$ cat src/sv/dlcrq_pkg.sv
// ----------------------------------------------------------------------------
// dlcrq_pkg
// Shared types, constants and helpers for the dual line command ring queue.
// ----------------------------------------------------------------------------
`default_nettype none

package dlcrq_pkg;

    // Sizing
    localparam int QUEUE_DEPTH = 16;
    localparam int MAX_PAYLOAD = 64;
    localparam int NUM_LINES   = 2;
    localparam int PTR_W       = $clog2(QUEUE_DEPTH);
    localparam int SLOT_W      = PTR_W + 1;
    localparam int REC_DEPTH   = 2 ** SLOT_W;
    localparam int OFF_W       = (MAX_PAYLOAD > 1) ? $clog2(MAX_PAYLOAD) : 1;
    localparam int PAY_DEPTH   = REC_DEPTH * MAX_PAYLOAD;
    localparam int PAY_AW      = $clog2(PAY_DEPTH);
    localparam int SIZE_W      = 7;
    localparam int FIFO_DEPTH  = 4;
    localparam int FIFO_AW     = $clog2(FIFO_DEPTH);

    // Command codes
    localparam logic [1:0] CMD_HDR   = 2'd0;
    localparam logic [1:0] CMD_BYTE  = 2'd1;
    localparam logic [1:0] CMD_FETCH = 2'd2;

    // Status codes
    localparam logic [2:0] ST_OK      = 3'd0;
    localparam logic [2:0] ST_FULL    = 3'd1;
    localparam logic [2:0] ST_BIG     = 3'd2;
    localparam logic [2:0] ST_BADLINE = 3'd3;
    localparam logic [2:0] ST_EMPTY   = 3'd4;
    localparam logic [2:0] ST_SEQ     = 3'd5;

    // Input transaction
    typedef struct packed {
        logic [1:0]         cmd;
        logic [1:0]         line;
        logic [15:0]        client_id;
        logic signed [15:0] packet_command;
        logic [7:0]         payload_size;
        logic signed [31:0] exec_word;
        logic [7:0]         payload_byte;
    } in_item_t;

    // Result transaction
    typedef struct packed {
        logic [2:0]         status;
        logic [15:0]        out_client_id;
        logic signed [15:0] out_command;
        logic [6:0]         out_size;
        logic signed [31:0] out_exec_word;
        logic [7:0]         out_byte;
        logic               last;
    } out_item_t;

    // Stored record header
    typedef struct packed {
        logic [15:0]        client;
        logic signed [15:0] command;
        logic [SIZE_W-1:0]  size;
        logic signed [31:0] exec;
    } rec_t;

    // Work handed from front to back
    typedef enum logic [1:0] {
        OP_STATUS,
        OP_HDR,
        OP_BYTE,
        OP_FETCH
    } op_kind_t;

    typedef struct packed {
        op_kind_t          kind;
        logic [2:0]        status;
        logic [SLOT_W-1:0] slot;
        logic [OFF_W-1:0]  off;
        rec_t              hdr;
        logic [7:0]        pay_byte;
    } op_t;

    // Back end sequencer states
    typedef enum logic {
        BK_IDLE,
        BK_STREAM
    } back_state_t;

    // Ring pointer increment with wrap
    function automatic logic [PTR_W-1:0] next_ptr(input logic [PTR_W-1:0] p);
        logic [PTR_W-1:0] n;
        n = (p == PTR_W'(QUEUE_DEPTH - 1)) ? '0 : p + 1'b1;
        return n;
    endfunction

endpackage

`default_nettype wire

$ cat src/sv/dlcrq_front.sv
// ----------------------------------------------------------------------------
// dlcrq_front
// Accepts command transactions, checks them against the ring pointers and the
// fill state, updates the pointers and issues one work op per transaction.
// ----------------------------------------------------------------------------
`default_nettype none

module dlcrq_front (
    input  wire logic                clk,
    input  wire logic                rst_n,
    input  wire logic                cmd_valid,
    output logic                     cmd_stall,
    input  wire dlcrq_pkg::in_item_t cmd_item,
    input  wire logic                q_full,
    output logic                     q_push,
    output dlcrq_pkg::op_t           q_op
);

    logic [dlcrq_pkg::PTR_W-1:0]  head_reg [dlcrq_pkg::NUM_LINES];
    logic [dlcrq_pkg::PTR_W-1:0]  tail_reg [dlcrq_pkg::NUM_LINES];
    logic [dlcrq_pkg::PTR_W-1:0]  head_next;
    logic [dlcrq_pkg::PTR_W-1:0]  tail_next;
    logic                         head_we;
    logic                         tail_we;
    logic                         fill_active_reg, fill_active_next;
    logic                         fill_line_reg, fill_line_next;
    logic [dlcrq_pkg::SIZE_W-1:0] fill_count_reg, fill_count_next;
    logic [dlcrq_pkg::SIZE_W-1:0] fill_size_reg, fill_size_next;
    logic                         sel_line;
    logic [dlcrq_pkg::PTR_W-1:0]  sel_head;
    logic [dlcrq_pkg::PTR_W-1:0]  sel_tail;
    logic [dlcrq_pkg::SIZE_W-1:0] count_inc;
    logic                         accept;

    assign accept    = cmd_valid && !q_full;
    assign cmd_stall = q_full;
    assign q_push    = accept;

    // Payload bytes go to the line being filled; others use the line field
    assign sel_line  = (cmd_item.cmd == dlcrq_pkg::CMD_BYTE) ? fill_line_reg
                                                              : cmd_item.line[0];
    assign sel_head  = head_reg[sel_line];
    assign sel_tail  = tail_reg[sel_line];
    assign count_inc = fill_count_reg + 1'b1;

    // Classify the transaction and work out pointer / fill updates
    always_comb
    begin
        q_op             = '0;
        q_op.kind        = dlcrq_pkg::OP_STATUS;
        q_op.status      = dlcrq_pkg::ST_SEQ;
        head_next        = dlcrq_pkg::next_ptr(sel_head);
        tail_next        = dlcrq_pkg::next_ptr(sel_tail);
        head_we          = 1'b0;
        tail_we          = 1'b0;
        fill_active_next = fill_active_reg;
        fill_line_next   = fill_line_reg;
        fill_count_next  = fill_count_reg;
        fill_size_next   = fill_size_reg;

        case (cmd_item.cmd)
            dlcrq_pkg::CMD_HDR:
            begin
                if (fill_active_reg)
                begin
                    q_op.status = dlcrq_pkg::ST_SEQ;
                end
                else if (cmd_item.line[1])
                begin
                    q_op.status = dlcrq_pkg::ST_BADLINE;
                end
                else if (cmd_item.payload_size > 8'(dlcrq_pkg::MAX_PAYLOAD))
                begin
                    q_op.status = dlcrq_pkg::ST_BIG;
                end
                else if (sel_head == tail_next)
                begin
                    q_op.status = dlcrq_pkg::ST_FULL;
                end
                else
                begin
                    q_op.kind        = dlcrq_pkg::OP_HDR;
                    q_op.status      = dlcrq_pkg::ST_OK;
                    q_op.slot        = {sel_line, sel_tail};
                    q_op.hdr.client  = cmd_item.client_id;
                    q_op.hdr.command = cmd_item.packet_command;
                    q_op.hdr.size    = cmd_item.payload_size[dlcrq_pkg::SIZE_W-1:0];
                    q_op.hdr.exec    = cmd_item.exec_word;
                    if (cmd_item.payload_size == 8'd0)
                    begin
                        tail_we = 1'b1;
                    end
                    else
                    begin
                        fill_active_next = 1'b1;
                        fill_line_next   = sel_line;
                        fill_count_next  = '0;
                        fill_size_next   = cmd_item.payload_size[dlcrq_pkg::SIZE_W-1:0];
                    end
                end
            end

            dlcrq_pkg::CMD_BYTE:
            begin
                if (fill_active_reg)
                begin
                    q_op.kind     = dlcrq_pkg::OP_BYTE;
                    q_op.status   = dlcrq_pkg::ST_OK;
                    q_op.slot     = {sel_line, sel_tail};
                    q_op.off      = fill_count_reg[dlcrq_pkg::OFF_W-1:0];
                    q_op.pay_byte = cmd_item.payload_byte;
                    if (count_inc >= fill_size_reg)
                    begin
                        tail_we          = 1'b1;
                        fill_active_next = 1'b0;
                        fill_count_next  = '0;
                    end
                    else
                    begin
                        fill_count_next = count_inc;
                    end
                end
            end

            dlcrq_pkg::CMD_FETCH:
            begin
                if (cmd_item.line[1])
                begin
                    q_op.status = dlcrq_pkg::ST_BADLINE;
                end
                else if (sel_head == sel_tail)
                begin
                    q_op.status = dlcrq_pkg::ST_EMPTY;
                end
                else
                begin
                    q_op.kind   = dlcrq_pkg::OP_FETCH;
                    q_op.status = dlcrq_pkg::ST_OK;
                    q_op.slot   = {sel_line, sel_head};
                    head_we     = 1'b1;
                end
            end

            default:
            begin
                q_op.status = dlcrq_pkg::ST_SEQ;
            end
        endcase
    end

    // Pointer and fill state
    always_ff @(posedge clk or negedge rst_n)
    begin
        if (!rst_n)
        begin
            for (int i = 0; i < dlcrq_pkg::NUM_LINES; i++)
            begin
                head_reg[i] <= '0;
                tail_reg[i] <= '0;
            end
            fill_active_reg <= 1'b0;
            fill_line_reg   <= 1'b0;
            fill_count_reg  <= '0;
            fill_size_reg   <= '0;
        end
        else if (accept)
        begin
            if (head_we)
            begin
                head_reg[sel_line] <= head_next;
            end
            if (tail_we)
            begin
                tail_reg[sel_line] <= tail_next;
            end
            fill_active_reg <= fill_active_next;
            fill_line_reg   <= fill_line_next;
            fill_count_reg  <= fill_count_next;
            fill_size_reg   <= fill_size_next;
        end
    end

endmodule

`default_nettype wire

$ cat config.mk
export PLATFORM = sky130hd
export DESIGN_NAME = dlcrq_front
export DESIGN_NICKNAME = d
export VERILOG_FILES = /design/src/sv/dlcrq_pkg.sv /design/src/sv/dlcrq_front.sv
export SDC_FILE = /design/constraint.sdc
export NUM_CORES = 1
export LEC_CHECK = 0
export BUFFER_PORTS_ARGS = -buffer_cell sky130_fd_sc_hd__buf_2
export CAP_MARGIN = 0
export CORE_AREA = 2 2 112 70
export CTS_BUF_LIST = sky130_fd_sc_hd__clkbuf_2 sky130_fd_sc_hd__clkbuf_4 sky130_fd_sc_hd__clkbuf_8
export DETAILED_ROUTE_END_ITERATION = 7
export DIE_AREA = 0 0 114 72
export GPL_TIMING_DRIVEN = 0
export PLACE_DENSITY = 0.87
export SYNTH_ARGS = -nofsm -noshare
export SYNTH_HDL_FRONTEND = slang
export SYNTH_SLANG_ARGS = --single-unit
export TNS_END_PERCENT = 100
$ cat constraint.sdc
create_clock -name clk -period 3.85 [get_ports clk]
set_input_delay 0.385 -clock clk [delete_from_list [all_inputs] [get_ports clk]]
set_output_delay 0.385 -clock clk [all_outputs]
set_load 0.05 [all_outputs]
==> metrics.log <==
INFO  metric timing.final.crit_period = 3.77 ns
INFO  metric power.combinational.fraction = 46.4%
INFO  metric clk_pin_slew_worst_paths = 0.06 ns
INFO  metric final.setup_skew = 0.00749 ns
INFO  metric wl_per_cell = 17.1 um
INFO  metric die-area = 8210 um^2
INFO  metric wl_met2 = 5140 um
INFO  metric drtIter0Drc = 166
INFO  metric mappedNetlistArea = 2810 um^2
INFO  metric routed_wirelength = 10300 um
INFO  metric fmax = 265 MHz
INFO  metric cellLeakagePower = 2.39 nW
INFO  metric synthesis.yosys.warnings = 0
INFO  metric clock_path_buffers = 2
INFO  metric route.met3.wl = 844 um
INFO  metric ios = 185
INFO  metric result_of_the_run = completed
INFO  metric finalMaxSlewViolations = 0
INFO  metric area.growth.synth_to_final = 58.1%
INFO  metric design.core.area = 7150 um^2
INFO  metric power.sequential.fraction = 34.3%
INFO  metric topRoutingLayerUsed = met4
INFO  metric p_sw_share = 40.4%
INFO  metric setup.worst_path.end_class = output port
INFO  metric max-cap-violations = 0
INFO  metric die_width = 114 um
INFO  metric mostFrequentLayoutCell = buf_2
INFO  metric post-dp-hpwl = 7450 um
INFO  metric grt_first_pass_wirelength = 15500 um
INFO  metric layout.cells.most_common_list = 109 x buf_2, 71 x and2_1, 55 x buf_6, 41 x buf_4, 32 x dfrtp_1
INFO  metric nFillCells = 591
INFO  metric height_of_the_die = 72 um
INFO  metric numPortBuffers = 183
INFO  metric cp.arrival = 3.39 ns
INFO  metric power_per_cell_area = 270 nW/um^2
INFO  metric finalNetCount = 612
INFO  metric synth_edf_count = 0
INFO  metric floorplan.initialDensity = 39.3%
INFO  metric detail_route.drc_violations = 0
INFO  metric num_antenna_cells = 0
INFO  metric synth_cell_types = 51
INFO  metric postSynthNetCount = 411
INFO  metric htree_num_levels = 2
INFO  metric detailed_routing_wirelength_on_met1 = 4060 um
INFO  metric drt-vias-per-instance = 5.21
INFO  metric setup_viol_count_final = 0
INFO  metric clkPwrFrac = 19.3%
INFO  metric grt_max_degree = 33
INFO  metric grt.overflow.total = 0
INFO  metric track_usage = 23.7%
INFO  metric path_class = flip-flop to output port
INFO  metric synth_seq_cells = 32
INFO  metric timing.max_slew.rel_slack = 48.8%
INFO  metric synth-seq-area-share = 28.5%
INFO  metric power.net_switching = 484 uW
INFO  metric clock_insertion_delay_worst_skew = 0.28 ns
INFO  metric synth_async_sr_flop_share = 100%
INFO  metric cts_tree = built
INFO  metric report.final.hold_viol_count = 0
INFO  metric detail_route.first_pass.iterations = 4
INFO  metric hold_buffers = 0
INFO  metric syn-mean-instance-area = 8.97 um^2
INFO  metric critPathMaxFanout = 10
INFO  metric worstSetupStartpointType = flip-flop
INFO  metric final_gp_congestion = 0.881
INFO  metric hold_path_class = primary input to async pin
INFO  metric number_of_global_route_vias_before_repair = 3155
INFO  metric vdd_drop_max = 0.155 mV
INFO  metric footprint_of_the_multi_input_gates = 1890 um^2
INFO  metric number_of_antenna_violations_at_the_first_check_in_global_routing = 0
INFO  metric post_synth_inst_count = 313
INFO  metric register_area = 801 um^2
INFO  metric flip_flop_cell_with_the_highest_count_after_synthesis = dfrtp_1
INFO  metric detail-route-antenna-nets = 0
INFO  metric vias = 3142
INFO  metric layout.cell_area.non_filler = 4440 um^2
INFO  metric clkSinkCount = 32
INFO  metric clockRootBuffer = clkbuf_8
INFO  metric tritoncts.num_buffers = 5
INFO  metric timing.critical_path.required = 3.46 ns
INFO  metric fraction_of_final_layout_cells_sized_beyond_drive_strength_1 = 49.6%
INFO  metric internal_power = 714 uW
INFO  metric period_share = 97.9%
INFO  metric row_count = 24
INFO  metric detailed_place.area = 3870 um^2
INFO  metric fin_total_pwr = 1.20 mW
INFO  metric worstMarginPinSlew = 0.765 ns
-- critical path, cell delays in order, from the launching register on --
cell and delay [ns]:
dfrtp_1 0.38, nand3b_1 0.22, o21a_4 0.20, clkbuf_8 0.17
nand2_1 0.08, nand2_2 0.10, ha_4 0.17, a21oi_2 0.05
o221ai_2 0.19, o32ai_4 0.13, xnor2_1 0.15, or4_4 0.45
and3_4 0.18, buf_8 0.15, buf_6 0.13, and2_1 0.15
buf_4 0.19
-- power by group through the flow --
stage          Clock, mW  Combinational [mW]  Sequential, mW
2_1_floorplan          0               0.360           0.403
3_3_place_gp           0               0.483           0.410
3_5_place_dp           0               0.498           0.413
4_1_cts            0.235               0.541           0.407
5_1_grt            0.250               0.596           0.415
6_report           0.231               0.556           0.411
-- what timing repair did --
action                     in CTS  in global routing
pin swaps                       5                  4
gates cloned                    0                  0
setup endpoints to repair      78                 77
resized for setup             121                 14
buffers inserted                8                  3
-- through the flow --
| step | TNS [ns] | instances | hold WS [ns] | worst slack (ns) | utilization (%) |
|---|---|---|---|---|---|
| floorplan | -0.0961 | 313 | 0.0894 | -0.0333 | - |
| global placement | -28.58 | 587 | 0.472 | -0.401 | 54.1 |
| detailed placement | -29.73 | 587 | 0.483 | -0.406 | 54.1 |
| CTS | 0 | 600 | 0.179 | 0.0149 | 61.1 |
| global route | -2.17 | 603 | 0.214 | -0.0494 | 62.1 |
| finish | 0 | 603 | 0.161 | 0.0797 | 62.1 |
-- cell families after synthesis --
logic type               Yosys count  synth area share, %
AO/OA/AOI/OAI                     40                 11.0
XOR/XNOR                          18                 5.62
buffers and inverters             31                 7.00
flip-flops                        32                 28.5
AND/OR/NAND/NOR                  154                 32.1
adder cells (fa/ha/maj)           10                 4.46
multiplexers                      28                 11.4
-- worst paths after layout --
kind / end / slack (ns) / from / depth (start not counted)
worst max-delay path: q_op[65] / 0.08 / fill_line_reg$_DFFE_PN0P_ / 16
worst max register to register: tail_reg[1]$_DFFE_PN0P_ / 0.65 / fill_line_reg$_DFFE_PN0P_ / 14
min in group clk: fill_size_reg[1]$_DFFE_PN0P_ / 0.36 / cmd_item[41] / 2
worst min register to register: fill_size_reg[2]$_DFFE_PN0P_ / 0.51 / fill_size_reg[2]$_DFFE_PN0P_ / 1
worst min-delay path: fill_count_reg[0]$_DFFE_PN0P_ / 0.16 / rst_n / 1
max in group asynchronous: fill_size_reg[6]$_DFFE_PN0P_ / 3.20 / rst_n / 1
-- routing by layer --
metal | vias to the layer above | global-route usage (%)
li1 | 1468 | -
met1 | 1480 | 28.9
met2 | 171 | 41.9
met3 | 23 | 5.10
met4 | 0 | 8.40
met5 | - | 0
-- area by class of cell --
cell class                 instances  share of cell area [%]
buffer                            17                    3.69
multi-input combinational        250                    42.5
clock buffer                       5                    1.55
tap                               91                    2.57
sequential                        32                    18.0
timing repair buffer             194                    30.5
inverter                          14                    1.18
-- synth_stat cells, drive strengths merged, types with 4 or more instances --
cell type / number / area (um^2)
nor2: 24 / 92.6
o21a: 4 / 37.5
ha: 10 / 125
nand2: 12 / 52.6
mux2: 21 / 236
and3: 17 / 111
buf: 12 / 125
and2: 71 / 444
mux2i: 7 / 82.6
nor2b: 4 / 32.5
nand3: 11 / 65.1
a21oi: 8 / 40.0
dfrtp: 32 / 801
inv: 14 / 52.6
xnor2: 16 / 140
o21ai: 8 / 43.8
a22o: 6 / 52.6
clkbuf: 5 / 18.8
No activity file was read; power rests on OpenSTA's default activity.
