`src/sv/dlcrq_pkg.sv`:
```
// ----------------------------------------------------------------------------
// dlcrq_pkg
// Shared types, constants and helpers for the dual line command ring queue.
// ----------------------------------------------------------------------------
`default_nettype none

package dlcrq_pkg;

    // Sizing
    localparam int QUEUE_DEPTH = 16;
    localparam int MAX_PAYLOAD = 64;
    localparam int NUM_LINES   = 2;
    localparam int PTR_W       = $clog2(QUEUE_DEPTH);
    localparam int SLOT_W      = PTR_W + 1;
    localparam int REC_DEPTH   = 2 ** SLOT_W;
    localparam int OFF_W       = (MAX_PAYLOAD > 1) ? $clog2(MAX_PAYLOAD) : 1;
    localparam int PAY_DEPTH   = REC_DEPTH * MAX_PAYLOAD;
    localparam int PAY_AW      = $clog2(PAY_DEPTH);
    localparam int SIZE_W      = 7;
    localparam int FIFO_DEPTH  = 4;
    localparam int FIFO_AW     = $clog2(FIFO_DEPTH);

    // Command codes
    localparam logic [1:0] CMD_HDR   = 2'd0;
    localparam logic [1:0] CMD_BYTE  = 2'd1;
    localparam logic [1:0] CMD_FETCH = 2'd2;

    // Status codes
    localparam logic [2:0] ST_OK      = 3'd0;
    localparam logic [2:0] ST_FULL    = 3'd1;
    localparam logic [2:0] ST_BIG     = 3'd2;
    localparam logic [2:0] ST_BADLINE = 3'd3;
    localparam logic [2:0] ST_EMPTY   = 3'd4;
    localparam logic [2:0] ST_SEQ     = 3'd5;

    // Input transaction
    typedef struct packed {
        logic [1:0]         cmd;
        logic [1:0]         line;
        logic [15:0]        client_id;
        logic signed [15:0] packet_command;
        logic [7:0]         payload_size;
        logic signed [31:0] exec_word;
        logic [7:0]         payload_byte;
    } in_item_t;

    // Result transaction
    typedef struct packed {
        logic [2:0]         status;
        logic [15:0]        out_client_id;
        logic signed [15:0] out_command;
        logic [6:0]         out_size;
        logic signed [31:0] out_exec_word;
        logic [7:0]         out_byte;
        logic               last;
    } out_item_t;

    // Stored record header
    typedef struct packed {
        logic [15:0]        client;
        logic signed [15:0] command;
        logic [SIZE_W-1:0]  size;
        logic signed [31:0] exec;
    } rec_t;

    // Work handed from front to back
    typedef enum logic [1:0] {
        OP_STATUS,
        OP_HDR,
        OP_BYTE,
        OP_FETCH
    } op_kind_t;

    typedef struct packed {
        op_kind_t          kind;
        logic [2:0]        status;
        logic [SLOT_W-1:0] slot;
        logic [OFF_W-1:0]  off;
        rec_t              hdr;
        logic [7:0]        pay_byte;
    } op_t;

    // Back end sequencer states
    typedef enum logic {
        BK_IDLE,
        BK_STREAM
    } back_state_t;

    // Ring pointer increment with wrap
    function automatic logic [PTR_W-1:0] next_ptr(input logic [PTR_W-1:0] p);
        logic [PTR_W-1:0] n;
        n = (p == PTR_W'(QUEUE_DEPTH - 1)) ? '0 : p + 1'b1;
        return n;
    endfunction

endpackage

`default_nettype wire

```
`src/sv/dlcrq_fifo.sv`:
```
// ----------------------------------------------------------------------------
// dlcrq_fifo
// Short op queue between the front and back ends.
// ----------------------------------------------------------------------------
`default_nettype none

module dlcrq_fifo (
    input  wire logic           clk,
    input  wire logic           rst_n,
    input  wire logic           push,
    input  wire dlcrq_pkg::op_t push_op,
    input  wire logic           pop,
    output dlcrq_pkg::op_t      head_op,
    output logic                full,
    output logic                empty
);

    dlcrq_pkg::op_t                  entry_reg [dlcrq_pkg::FIFO_DEPTH];
    logic [dlcrq_pkg::FIFO_AW-1:0]   wr_ptr_reg, wr_ptr_next;
    logic [dlcrq_pkg::FIFO_AW-1:0]   rd_ptr_reg, rd_ptr_next;
    logic [dlcrq_pkg::FIFO_AW:0]     count_reg, count_next;
    logic                            do_push;
    logic                            do_pop;

    assign full    = (count_reg == (dlcrq_pkg::FIFO_AW + 1)'(dlcrq_pkg::FIFO_DEPTH));
    assign empty   = (count_reg == '0);
    assign do_push = push && !full;
    assign do_pop  = pop && !empty;
    assign head_op = entry_reg[rd_ptr_reg];

    // Pointer and occupancy update
    always_comb
    begin
        wr_ptr_next = do_push ? wr_ptr_reg + 1'b1 : wr_ptr_reg;
        rd_ptr_next = do_pop ? rd_ptr_reg + 1'b1 : rd_ptr_reg;
        count_next  = count_reg;
        if (do_push && !do_pop)
        begin
            count_next = count_reg + 1'b1;
        end
        else if (do_pop && !do_push)
        begin
            count_next = count_reg - 1'b1;
        end
    end

    always_ff @(posedge clk or negedge rst_n)
    begin
        if (!rst_n)
        begin
            wr_ptr_reg <= '0;
            rd_ptr_reg <= '0;
            count_reg  <= '0;
        end
        else
        begin
            wr_ptr_reg <= wr_ptr_next;
            rd_ptr_reg <= rd_ptr_next;
            count_reg  <= count_next;
        end
    end

    // Entry storage
    always_ff @(posedge clk)
    begin
        if (do_push)
        begin
            entry_reg[wr_ptr_reg] <= push_op;
        end
    end

endmodule

`default_nettype wire

```
`config.mk`:
```
export PLATFORM = sky130hd
export DESIGN_NAME = dlcrq_fifo
export DESIGN_NICKNAME = d
export VERILOG_FILES = /design/src/sv/dlcrq_pkg.sv /design/src/sv/dlcrq_fifo.sv
export SDC_FILE = /design/constraint.sdc
export NUM_CORES = 1
export LEC_CHECK = 0
export ABC_AREA = 1
export BUFFER_PORTS_ARGS = -buffer_cell sky130_fd_sc_hd__buf_4
export CORE_MARGIN = 5
export CORE_UTILIZATION = 34
export DETAILED_ROUTE_END_ITERATION = 8
export SYNTH_ARGS = -nofsm -noshare
export SYNTH_HDL_FRONTEND = slang
export SYNTH_SLANG_ARGS = --single-unit
```
`constraint.sdc`:
```
create_clock -name clk -period 8 [get_ports clk]
set_input_delay 0.4 -clock clk [delete_from_list [all_inputs] [get_ports clk]]
set_output_delay 0.4 -clock clk [all_outputs]
set_load 0.01 [all_outputs]
```
==> results.tsv, run 1 <==
stage	metric	value	unit
status	status	finished, final reports clean	
yosys	Mapped Nets	1275	
floorplanning	Die X	226	um
critical_path	CP Buf/Inv Count	3	
clocking	cts bufs inserted	42	
critical_path	CP top delay family	buffers and inverters	
worst_hold_path	hold depth	1	
critical_path	Setup CP Type	reg -> out	
critical_path	Critical Path Stages	6	
placed_design	IO buf count	195	
placed_design	HPWL after DPL	19.1	mm
pwr	Pleak	0.00754	uW
routing	Vias/cell	4.47	
floorplanning	core area	46400	um^2
yosys	Synth Instances	1170	
pwr	Pwr Density	370	nW/um^2
final_layout	most frequent cells in the layout	edfxtp_1, nand2_1, buf_4, inv_1, o211ai_1	
yosys	Yosys top cell area share	71.9	%
worst_hold_path	Hold Crit Class	in -> reg	
yosys	Area contributors post-synth	edfxtp_1, o211ai_1, nand2_1	
floorplanning	IO Count	196	
routing	final WL	33.1	mm
sta	Worst-Margin Slew	1.06	ns
critical_path	critical path's slowest cell	buf_4	
sta	clk_skew	0.0105	ns
clocking	Bufs on Longest Clock Path	3	
global_routing	gr ovfl total	0	
floorplanning	full die area	51100	um^2
routing	1st-iter DRT viols	453	
sta	Final TNS setup	0	ns
sta	Worst slew margin	29.4	%
sta	min cycle time layout	3.72	ns
yosys	count of state elements after synthesis	387	
placed_design	Placed Area	17600	um^2
floorplanning	starting density of the core	34.2	%
final_layout	area delta synth->final	19.1	%
floorplanning	Die Ht	226	um
routing	DRT Pass-1 Iters	5	
final_layout	layout cells sized above 1	21.6	%
final_layout	Nets	1465	
yosys	synth warn	0	
placed_design	dpl cells	1921	
pwr	Peak supply drop	220	uV
clocking	Worst-path clk slew	0.06	ns
global_routing	first-pass GRT wire length	50.3	mm
yosys	Yosys top cell by area	edfxtp_1	
final_layout	final design utilization	40.8	%
global_routing	antenna violations before repair	1	
routing	drt wl/cell	16.5	um
yosys	syn_area_per_cell	13.6	um^2
critical_path	crit path capture type	output pin	
critical_path	WP data arrival	3.32	ns
critical_path	max incr delay on CP	0.91	ns
routing	Residual DRC	0	
sta	final setup fails	0	
critical_path	worst reg-to-reg path cell count	6	
final_layout	Antenna Cells	0	
sta	fin crit share	46.5	%
final_layout	Fillers	4250	
clocking	CTS tree	yes	
critical_path	worst-path maximum fanout	186	
sta	Final Hold Violating Endpoints	0	
clocking	Clock Tree Root	clkbuf_16	
sta	RSZ-0062 raised after global routing	no	
final_layout	Finished Layout Cells	1999	
clocking	H-tree Lvls	2	
run	max_cap viols	0	
placed_design	final RePlAce weighted congestion	0.715	
clocking	Post CTS Setup Buffer Count	0	
yosys	Syn Std Cell Area	15900	um^2
clocking	TritonCTS Sinks	387	
clocking	clk_lat worst skew	0.55	ns
global_routing	largest net degree at the start of global routing	187	
critical_path	Worst Setup Start Kind	register	
yosys	Yosys cell types	20	
routing	Detail Route Antenna Nets	0	
critical_path	CP Data Required Time	7.60	ns
final_layout	Finished Cell Area	18900	um^2
final_layout	commonest non-fill, non-tap cell in the layout	edfxtp_1	
pwr	Power, Total	6990	uW
final_layout	number of flip-flops in the largest register	380	
final_layout	Register Area	11600	um^2
final_layout	area of the multi-input gates	2910	um^2
global_routing	total track usage	12.7	%
sta	fmax	269	MHz
floorplanning	row cnt	79	
routing	via count	8928	
global_routing	vias in the first global route	8779	
sta	Max Slew Vio Count	0	
critical_path	worst path cell trace	inv_8 > buf_4 > nand2_1 > o211ai_1 > nand2_1 > buf_4	
yosys	register area share after synthesis	73.0	%
==> report_power, final <==
part,internal [uW],total (uW),leakage [uW],switching [uW]
Clock,1050,1800,0.000623,749
Combinational,892,2390,0.00336,1500
Sequential,2670,2800,0.00356,130
Total,4610,6990,0.00754,2380
==> area by class of cell <==
type / count / share of cell area [%]
timing repair buffer: 209 / 8.33
clock inverter: 22 / 0.655
inverter: 207 / 4.16
multi-input combinational: 513 / 15.4
tap: 607 / 4.02
sequential: 387 / 61.3
clock buffer: 54 / 6.14
==> what timing repair did <==
item / CTS / global route
hold endpoints to repair: 11 / 0
resized for setup: 0 / 0
hold buffers: 2 / 0
==> metal layers <==
metal | wire length [um] | track usage, % | part of all wire (%) | up-vias
met3 | 1580 | 2.68 | 4.8 | 52
li1 | - | - | - | 4461
met5 | 8 | 0 | 0.024 | -
met4 | 736 | 4.29 | 2.2 | 2
met1 | 14700 | 16.7 | 44 | 4241
met2 | 16100 | 21.2 | 49 | 172
==> through the flow <==
stage / hold slack [ns] / setup WS (ns)
detailed placement: 0.222 / 4.86
global route: 0.0192 / 3.95
finish: 0.0509 / 4.28
global placement: 0.222 / 4.90
floorplan: 0.104 / 2.77
CTS: 0.00244 / 4.23
==> worst paths after layout <==
kind	slack, ns	end	start
min in group asynchronous	0.23	rd_ptr_reg[1]	rst_n
max	4.28	head_op[18]	rd_ptr_reg[0]
max reg2reg	5.09	entry_reg[2][84]	count_reg[0]
min	0.05	entry_reg[0][62]	push_op[62]
max in group asynchronous	7.64	rd_ptr_reg[1]	rst_n
min reg2reg	0.51	count_reg[2]	count_reg[2]
==> synthesized netlist by cell type <==
| cell type | instances |
|---|---|
| edfxtp_1 | 380 |
| nand2_1 | 303 |
| inv_1 | 205 |
| o211ai_1 | 157 |
| buf_6 | 45 |
| o211ai_2 | 33 |
| buf_2 | 10 |
| dfrtp_1 | 7 |
| nand3_1 | 7 |
| ha_1 | 5 |
| nor2_1 | 4 |
| buf_4 | 3 |
| clkbuf_1 | 3 |
| buf_8 | 2 |
| fa_1 | 1 |
| inv_2 | 1 |
| inv_4 | 1 |
| nand4_1 | 1 |
| o21ai_0 | 1 |
| xnor2_1 | 1 |
==> kinds of logic after synthesis <==
logic type,Yosys count,synth area share [%]
adder cells (fa/ha/maj),6,0.520
AO/OA/AOI/OAI,191,10.1
XOR/XNOR,1,0.0552
buffers and inverters,270,8.82
AND/OR/NAND/NOR,315,7.52
flip-flops,387,73.0
Power figures use the tool's default switching activity.
==> run 2: changes to the inputs <==
--- a/config.mk
+++ b/config.mk
@@ -5,7 +5,7 @@
 export SDC_FILE = /design/constraint.sdc
 export NUM_CORES = 1
 export LEC_CHECK = 0
-export ABC_AREA = 1
+export ABC_AREA = 0
 export BUFFER_PORTS_ARGS = -buffer_cell sky130_fd_sc_hd__buf_4
 export CORE_MARGIN = 5
 export CORE_UTILIZATION = 34
==> constraint.sdc (replaced) <==
create_clock -name clk -period 3.2 [get_ports clk]
set_input_delay 0.16 -clock clk [delete_from_list [all_inputs] [get_ports clk]]
set_output_delay 0.16 -clock clk [all_outputs]
set_load 0.01 [all_outputs]
==> results.tsv, run 2 <==
stage	metric	value	unit
yosys	Yosys top cell by area	edfxtp_1	
routing	DRT Pass-1 Iters	4	
floorplanning	IO Count	196	
yosys	Syn Std Cell Area	14100	um^2
clocking	cts bufs inserted	41	
global_routing	total track usage	12.5	%
final_layout	Register Area	11600	um^2
status	status	finished, final reports clean	
yosys	Yosys cell types	23	
critical_path	Worst Setup Start Kind	register	
pwr	Pwr Density	910	nW/um^2
sta	clk_skew	0.0151	ns
routing	drt wl/cell	19.8	um
yosys	Mapped Nets	638	
yosys	count of state elements after synthesis	387	
sta	hold_ws	0.131	ns
yosys	Synth Instances	533	
clocking	clk_lat worst skew	0.55	ns
yosys	top_reg_cell synth	edfxtp_1	
routing	1st-iter DRT viols	388	
routing	via count	6652	
floorplanning	Die X	214	um
sta	min cycle time layout	2.60	ns
run	max_cap viols	0	
sta	fin crit share	81.1	%
worst_hold_path	Hold Crit Class	in -> reg	
sta	RSZ-0062 raised after global routing	no	
final_layout	number of flip-flops in the largest register	380	
sta	final setup fails	0	
clocking	Bufs on Longest Clock Path	3	
routing	Detail Route Antenna Nets	0	
yosys	syn_area_per_cell	26.5	um^2
global_routing	largest net degree at the start of global routing	52	
yosys	asr flop ratio synth	1.81	%
global_routing	antenna violations before repair	0	
placed_design	Placed Area	16400	um^2
clocking	CTS tree	yes	
global_routing	first-pass GRT wire length	43.9	mm
yosys	most numerous cell in the Yosys netlist	edfxtp_1	
critical_path	WP data arrival	2.44	ns
floorplanning	row cnt	74	
final_layout	commonest non-fill, non-tap cell in the layout	edfxtp_1	
critical_path	worst-path maximum fanout	26	
sta	Final Hold Violating Endpoints	0	
routing	final WL	28.3	mm
floorplanning	starting density of the core	34.5	%
final_layout	Fillers	3432	
yosys	most frequent cells after synthesis	edfxtp_1, mux4_2, buf_2	
global_routing	gr ovfl total	0	
final_layout	Finished Cell Area	18800	um^2
critical_path	CP startpoint	rd_ptr_reg[0]	
critical_path	crit path capture type	output pin	
clocking	Worst-path clk slew	0.05	ns
critical_path	termination of the worst setup path	head_op[31]	
floorplanning	core area	40900	um^2
critical_path	reg-to-reg slack, setup	0.95	ns
yosys	Area contributors post-synth	edfxtp_1, mux4_2, dfrtp_1	
final_layout	layout cells sized above 1	42.2	%
placed_design	HPWL after DPL	16.9	mm
clocking	H-tree Lvls	2	
critical_path	reg-to-reg startpoint	count_reg[2]	
critical_path	Setup CP Type	reg -> out	
sta	Worst-Margin Slew	0.675	ns
clocking	# hold bufs at CTS	98	
final_layout	Nets	973	
yosys	Post-synth EDFFs	380	
placed_design	IO buf count	195	
clocking	TritonCTS Sinks	387	
final_layout	area of the multi-input gates	2370	um^2
routing	Vias/cell	4.66	
floorplanning	Die Ht	214	um
sta	Max Slew Vio Count	0	
routing	Residual DRC	0	
final_layout	most frequent cells in the layout	edfxtp_1, buf_4, dlygate4sd3_1, mux4_2, clkbuf_16	
final_layout	Antenna Cells	0	
clocking	post-CTS sizing	0	
sta	fmax	385	MHz
critical_path	worst reg-to-reg path cell count	4	
floorplanning	full die area	45700	um^2
critical_path	CP Data Required Time	3.04	ns
final_layout	area delta synth->final	32.9	%
sta	Worst slew margin	55.0	%
clocking	Clock Tree Root	clkbuf_16	
yosys	synth warn	0	
placed_design	final RePlAce weighted congestion	0.670	
yosys	register area share after synthesis	82.0	%
pwr	Peak supply drop	617	uV
critical_path	R2R Path End	entry_reg[1][36]	
yosys	Yosys top cell area share	80.8	%
clocking	Post CTS Setup Buffer Count	0	
pwr	Pleak	0.00645	uW
sta	Final TNS setup	0	ns
global_routing	vias in the first global route	7438	
-- run 2: changes by cell type in the layout (fill, tap and decap cells not counted), sizes merged, moves of 3 or more --
| cell | before | now |
|---|---|---|
| o211ai | 190 | 0 |
| inv | 207 | 5 |
| bufinv | 1 | 6 |
| clkinv | 19 | 12 |
| clkbuf | 54 | 49 |
| nor2 | 4 | 1 |
| nand2 | 303 | 1 |
| mux4 | 0 | 95 |
| xnor2 | 1 | 4 |
| nand3 | 7 | 1 |
| and2 | 0 | 4 |
| buf | 207 | 217 |
| dlygate4sd3 | 2 | 98 |
-- run 2: cell type report --
type / count / area share, %
clock buffers: 49 / 5.85
clock inverters: 21 / 1.39
inverters: 4 / 0.0800
multi-input cells: 119 / 12.6
flip-flops and latches: 387 / 61.8
well taps: 532 / 3.55
repair buffers: 315 / 14.7
-- run 2: how the worst min path moves through the flow --
stage,from,end,slack (ns),depth (start not counted)
floorplan,rst_n,count_reg[0],-0.14,0
global placement,rst_n,rd_ptr_reg[0],-0.02,1
detailed placement,rst_n,rd_ptr_reg[1],-0.02,1
CTS,push,wr_ptr_reg[0],0.09,3
global route,push,wr_ptr_reg[0],0.12,3
finish,push,wr_ptr_reg[0],0.13,3
-- run 2: metal layers --
metal  part of all wire, %  global-route usage (%)  vias to the layer above
met5                     0                       0                        -
met4                   2.2                    4.23                        0
met2                    51                    21.2                      164
li1                      -                       -                     2963
met1                    41                    15.6                     3486
met3                   6.3                    3.53                       39
-- run 2: kinds of logic after synthesis --
logic type	Yosys count	synth area share (%)
xor+xnor	6	0.372
fa+ha+maj	6	0.585
buf+inv	27	1.24
flops	387	82.0
mux	97	15.3
simple gates	10	0.443
-- run 2: worst max-delay path, stage by stage, from the launching register on --
cell and delay, ns:
dfrtp_4 0.86, buf_12 0.29, mux4_2 0.55, buf_4 0.16
-- run 2: per-stage QoR --
stage               power [uW]  instances  utilization [%]  setup slack, ns
floorplan                10000        533                -            0.755
global placement         12400       1259             40.1            0.990
detailed placement       12500       1259             40.1            0.909
CTS                      17500       1427             45.8            0.491
global route             18000       1427             45.8            0.456
finish                   17100       1427             45.8            0.605
-- run 2: power breakdown --
group          internal [uW]  total, uW  switching (uW)  leakage, uW
Sequential              6700       7110             418      0.00356
Combinational           2750       5190            2440      0.00223
Clock                   2920       4760            1840     0.000660
Total                  12400      17100            4700      0.00645
